<file path="src/sv/gdfs_pkg.sv">
// ----------------------------------------------------------------------------
// gdfs_pkg
// Shared types and constants for the graph reachability search unit.
// ----------------------------------------------------------------------------
package gdfs_pkg;

  localparam int ADDR_NODES = 64;
  localparam int NODE_W     = 6;
  localparam int SP_W       = 7;

  typedef logic [ADDR_NODES-1:0] row_t;
  typedef logic [NODE_W-1:0]     node_t;
  typedef logic [SP_W-1:0]       sp_t;

  localparam logic KIND_EDGE  = 1'b0;
  localparam logic KIND_QUERY = 1'b1;

  typedef enum logic [3:0] {
    S_IDLE,
    S_EDGE_RD,
    S_EDGE_WR,
    S_Q_START,
    S_POP,
    S_ROW,
    S_CHECK,
    S_PUSH,
    S_DONE
  } state_e;

  typedef struct packed {
    logic load;
    logic edge_wr;
    logic q_start;
    logic pop;
    logic row_rd;
    logic check;
    logic push;
    logic set_res;
    logic res_val;
    logic emit;
  } cmd_t;

  typedef struct packed {
    logic live;
    logic same;
    logic sp_zero;
    logic hit;
    logic fresh_zero;
    logic out_free;
  } stat_t;

endpackage

</file>
<file path="src/sv/gdfs_ctrl.sv">
// ----------------------------------------------------------------------------
// gdfs_ctrl
// Sequencer for edge insertion and depth-first reachability queries.
// ----------------------------------------------------------------------------
module gdfs_ctrl (
  input  logic            clk_i,
  input  logic            rst_ni,
  input  logic            in_valid_i,
  output logic            in_stall_o,
  input  logic            in_kind_i,
  input  gdfs_pkg::stat_t stat_i,
  output gdfs_pkg::cmd_t  cmd_o
);

  gdfs_pkg::state_e state_q, state_d;

  always_ff @(posedge clk_i or negedge rst_ni) begin
    if (!rst_ni) begin
      state_q <= gdfs_pkg::S_IDLE;
    end else begin
      state_q <= state_d;
    end
  end

  always_comb begin
    state_d    = state_q;
    cmd_o      = '0;
    in_stall_o = 1'b1;
    unique case (state_q)
      gdfs_pkg::S_IDLE: begin
        in_stall_o = 1'b0;
        if (in_valid_i) begin
          cmd_o.load = 1'b1;
          state_d = (in_kind_i == gdfs_pkg::KIND_EDGE) ? gdfs_pkg::S_EDGE_RD
                                                       : gdfs_pkg::S_Q_START;
        end
      end
      gdfs_pkg::S_EDGE_RD: begin
        state_d = stat_i.live ? gdfs_pkg::S_EDGE_WR : gdfs_pkg::S_IDLE;
      end
      gdfs_pkg::S_EDGE_WR: begin
        cmd_o.edge_wr = 1'b1;
        state_d = gdfs_pkg::S_IDLE;
      end
      gdfs_pkg::S_Q_START: begin
        if (stat_i.same) begin
          cmd_o.set_res = 1'b1;
          cmd_o.res_val = 1'b1;
          state_d = gdfs_pkg::S_DONE;
        end else if (!stat_i.live) begin
          cmd_o.set_res = 1'b1;
          state_d = gdfs_pkg::S_DONE;
        end else begin
          cmd_o.q_start = 1'b1;
          state_d = gdfs_pkg::S_POP;
        end
      end
      gdfs_pkg::S_POP: begin
        if (stat_i.sp_zero) begin
          cmd_o.set_res = 1'b1;
          state_d = gdfs_pkg::S_DONE;
        end else begin
          cmd_o.pop = 1'b1;
          state_d = gdfs_pkg::S_ROW;
        end
      end
      gdfs_pkg::S_ROW: begin
        cmd_o.row_rd = 1'b1;
        state_d = gdfs_pkg::S_CHECK;
      end
      gdfs_pkg::S_CHECK: begin
        if (stat_i.hit) begin
          cmd_o.set_res = 1'b1;
          cmd_o.res_val = 1'b1;
          state_d = gdfs_pkg::S_DONE;
        end else begin
          cmd_o.check = 1'b1;
          state_d = gdfs_pkg::S_PUSH;
        end
      end
      gdfs_pkg::S_PUSH: begin
        if (stat_i.fresh_zero) begin
          state_d = gdfs_pkg::S_POP;
        end else begin
          cmd_o.push = 1'b1;
        end
      end
      gdfs_pkg::S_DONE: begin
        if (stat_i.out_free) begin
          cmd_o.emit = 1'b1;
          state_d = gdfs_pkg::S_IDLE;
        end
      end
      default: begin
        state_d = gdfs_pkg::S_IDLE;
      end
    endcase
  end

endmodule

</file>
<file path="config.mk">
export PLATFORM = sky130hd
export DESIGN_NAME = gdfs_ctrl
export DESIGN_NICKNAME = d
export VERILOG_FILES = /design/src/sv/gdfs_pkg.sv /design/src/sv/gdfs_ctrl.sv
export SDC_FILE = /design/constraint.sdc
export NUM_CORES = 1
export LEC_CHECK = 0
export BUFFER_PORTS_ARGS = -buffer_cell sky130_fd_sc_hd__buf_4
export CELL_PAD_IN_SITES_DETAIL_PLACEMENT = 1
export CELL_PAD_IN_SITES_GLOBAL_PLACEMENT = 1
export CORE_MARGIN = 2
export CORE_UTILIZATION = 29
export DETAILED_ROUTE_END_ITERATION = 6
export GPL_TIMING_DRIVEN = 0
export PLACE_DENSITY = 0.7
export RECOVER_POWER = 100
export SYNTH_ARGS = -nofsm -noshare
export SYNTH_HDL_FRONTEND = slang
export SYNTH_SLANG_ARGS = --single-unit
</file>
<file path="constraint.sdc">
create_clock -name clk_i -period 1.65 [get_ports clk_i]
set_input_delay 0.2475 -clock clk_i [delete_from_list [all_inputs] [get_ports clk_i]]
set_output_delay 0.2475 -clock clk_i [all_outputs]
set_load 0.05 [all_outputs]
</file>
==> impl_metrics.csv <==
group,metric,value,unit
run_status,run_status,"complete, but fails checks",
run_status,violations,"negative setup slack",
clock_tree,number_of_levels_in_the_clock_h_tree,1,
setup_path,crit_path_cell_trace,"buf_6, buf_12, o22ai_1, and3b_1, buf_6",
clock_tree,clk-insertion-delay-late,230,ps
layout,reg_top3,"state_q x4",
logic_synthesis,synth_edf_count,0,
layout,antennaDiodeCount,0,
placement,routabilityCongestion,0.683,
layout,layout.core_utilization,0.664,
power_and_ir_drop,switching_share,0.475,
floorplan,chipWidth,41.8,um
global_routing,grt_max_degree,11,
floorplan,die_height,41.8,um
layout,n_fill_cell,146,
setup_path,worst_path_arrival_time,1450,ps
floorplan,floorplan.die_area,1750,sq um
layout,layout.cells.most_common,"buf_4",
setup_path,cp_slowest_cell,"dfrtp_1",
logic_synthesis,post_synth_mux_area_share,0.0241,
floorplan,start_util,0.315,
logic_synthesis,yosysSeqAreaShare,0.241,
power_and_ir_drop,vdd_drop_max,931,uV
clock_tree,cts_buffers,3,
global_routing,groute.layer.met1.usage,0.272,
power_and_ir_drop,power_switching,657,uW
logic_synthesis,synth_area,415,sq um
logic_synthesis,yosysWarnings,0,
clock_tree,clk_pin_slew_worst_paths,40,ps
logic_synthesis,synth_xor_area_frac,0,
timing,timing_hold_violations_final,0,
routing,detailroute.via_count,558,
logic_synthesis,yosys.area_share.simple,0.431,
timing,final.setup_skew,1.17,ps
placement,dpl.hpwl,967,um
timing,worst_slack,-52.5,ps
layout,layout-drive-gt1-share,0.632,
global_routing,antenna_found_initial,0,
routing,drtPass1Iterations,4,
global_routing,grt_util_met2,0.353,
routing,remaining_drc_errors,0,
layout,design_area,875,sq um
timing,rsz0062_at_grt,"yes",
global_routing,grt_first_pass_wirelength,2.71,mm
power_and_ir_drop,p_int,725,uW
setup_path,cp_dominant_cell_by_count,"buf_6",
layout,area_growth,111,%
setup_path,worst_ep_required_time,1400,ps
clock_tree,cts_num_sinks,4,
logic_synthesis,top_area_cell_type_share_of_the_netlist_area,0.241,
timing,final-setup-viol-count,5,
routing,vias_per_cell,5.47,
logic_synthesis,postSynth.asyncResetShare,1.00,
power_and_ir_drop,seq_power_share,0.128,
logic_synthesis,adder_cell_fraction_of_synth_area,0,
layout,layout.cells.most_common_list,"buf_4, buf_6, nand2_1",
clock_tree,clk_path_buf_depth,2,
logic_synthesis,synth_flop_cell,"dfrtp_1",
logic_synthesis,postSynthRegisterBits,4,
routing,average_wire_per_cell_in_the_routed_design,18.2,um
timing,final-max-slew-violation-count,0,
logic_synthesis,synth_cells,52,
flow_run,drv_cap,0,
timing,max_freq,587,MHz
routing,detail_route.wirelength,1.86,mm
timing,worstMarginPinSlew,284,ps
timing,slew_hr,0.809,
logic_synthesis,synth.lib_cells_used.distinct,27,
setup_path,worstSetupStartpointType,"flop",
timing,min_period,1700,ps
power_and_ir_drop,p_comb_frac,0.784,
setup_path,timing_worst_setup_path_type,"flop to primary output",
logic_synthesis,syn-num-nets,62,
logic_synthesis,synth_area_per_cell,7.99,sq um
power_and_ir_drop,cellPowerDensity,1580,nW/um^2
power_and_ir_drop,power.share.clock,0.089,
global_routing,gr-total-overflow,0,
setup_path,critical_path_fanouts_max,6,
power_and_ir_drop,p_leak,0.000388,uW
global_routing,global_route.peak_usage_layer,"met2",
logic_synthesis,netlist.top_cell.by_area,"dfrtp_1",
global_routing,globalRouteTotalUtil,0.209,
routing,antenna_left,0,
placement,io_buffers,20,
floorplan,placement_rows,13,
logic_synthesis,synth-compound-area-share,0.196,
layout,max_flop_register,"state_q",
layout,largest_reg_flops,4,
global_routing,grt_pass1_vias,525,
placement,dpl_cell_area,603,sq um
hold_path,min-delay-path-class,"primary input to flop",
routing,detailedRoute.firstIterationViolations,2,
timing,part_of_the_cycle_the_worst_path_needs,1.03,
logic_synthesis,synth_top_cells_by_area,"dfrtp_1, nand2b_1, nor4_1, buf_6, nand2_1",
floorplan,boundaryPins,21,
clock_tree,cts.root.buffer_cell,"clkbuf_4",
setup_path,worstSetupEndpointType,"primary output",
layout,final_net_count,99,
logic_synthesis,combinational_family_with_the_most_area_after_synthesis,"simple AND/OR/NAND/NOR gates",
floorplan,core_area,1320,sq um
global_routing,grt_util_met3,0.0478,
setup_path,timing.critical_path.slowest_cell_delay,390,ps
clock_tree,tritoncts,"done",
==> kinds of logic (layout without fill, tap and decap cells) <==
logic type             Yosys count  in the layout
AOI/OAI and AO/OA               12             12
buffers and inverters            6             41
DFF                              4              4
muxes                            1              1
and+or+nand+nor                 29             29
==> through the flow <==
stage	setup WS, ps	TNS (ps)	hold WS (ps)	cells	total power (uW)
2_1_floorplan	-232	-1060	-48.1	52	693
3_3_place_gp	157	0	43.4	87	870
3_5_place_dp	137	0	45.0	87	871
4_1_cts	-35.3	-105	338	96	1180
5_1_grt	-107	-582	354	102	1460
6_report	-52.5	-143	352	102	1380
==> routing by layer <==
metal | share of wire | vias up
met5 | 0 | -
met4 | 0.029 | 0
met3 | 0.056 | 6
met2 | 0.51 | 27
met1 | 0.40 | 263
li1 | - | 262
==> repair_timing <==
| action | in CTS | in global routing |
|---|---|---|
| pin swaps | 4 | 8 |
| endpoints found under the setup margin | 9 | 10 |
| buffers inserted | 5 | 6 |
| resized for setup | 20 | 16 |
| gates cloned | 0 | 1 |
| hold buffers | 1 | 0 |
| endpoints found under the hold margin | 4 | 0 |
==> power groups by stage <==
stage	registers (uW)	logic [uW]	clock network, uW
floorplan	148	545	0
global placement	155	715	0
detailed placement	156	716	0
CTS	165	885	129
global route	180	1140	137
finish	176	1080	123
==> worst max-delay path, delay by kind of cell, from the launching register on <==
kind | cells | cell delay, ps
AOI/OAI and AO/OA | 1 | 190
buffers and inverters | 3 | 430
DFF | 1 | 390
and+or+nand+nor | 1 | 200
==> cell type report <==
| type | count | area [sq um] | area share |
|---|---|---|---|
| Clock buffer | 3 | 22.5 | 0.0258 |
| Timing Repair Buffer | 33 | 302 | 0.345 |
| Tap cell | 15 | 18.8 | 0.0215 |
| Multi-Input combinational cell | 42 | 360 | 0.412 |
| Sequential cell | 4 | 103 | 0.117 |
| Buffer | 5 | 68.8 | 0.0787 |
==> final timing paths <==
kind,start,endpoint,slack (ps),cells past startpoint
min in group asynchronous,rst_ni,state_q[0],400,2
worst min register to register,state_q[3],state_q[1],720,3
worst max register to register,state_q[0],state_q[1],60,6
worst min-delay path,stat_i[0],state_q[3],350,4
max in group asynchronous,rst_ni,state_q[2],1030,2
worst max-delay path,state_q[0],cmd_o[1],-50,5
==> synth_stat cells (2+ instances only) <==
library cell / instances
dfrtp_1: 4
a21o_1: 2
buf_6: 2
nor4_1: 4
a21oi_1: 3
nand2_1: 6
buf_2: 3
nand2b_1: 5
nor2_1: 5
Note: power is estimated with default switching activity, not from simulation.
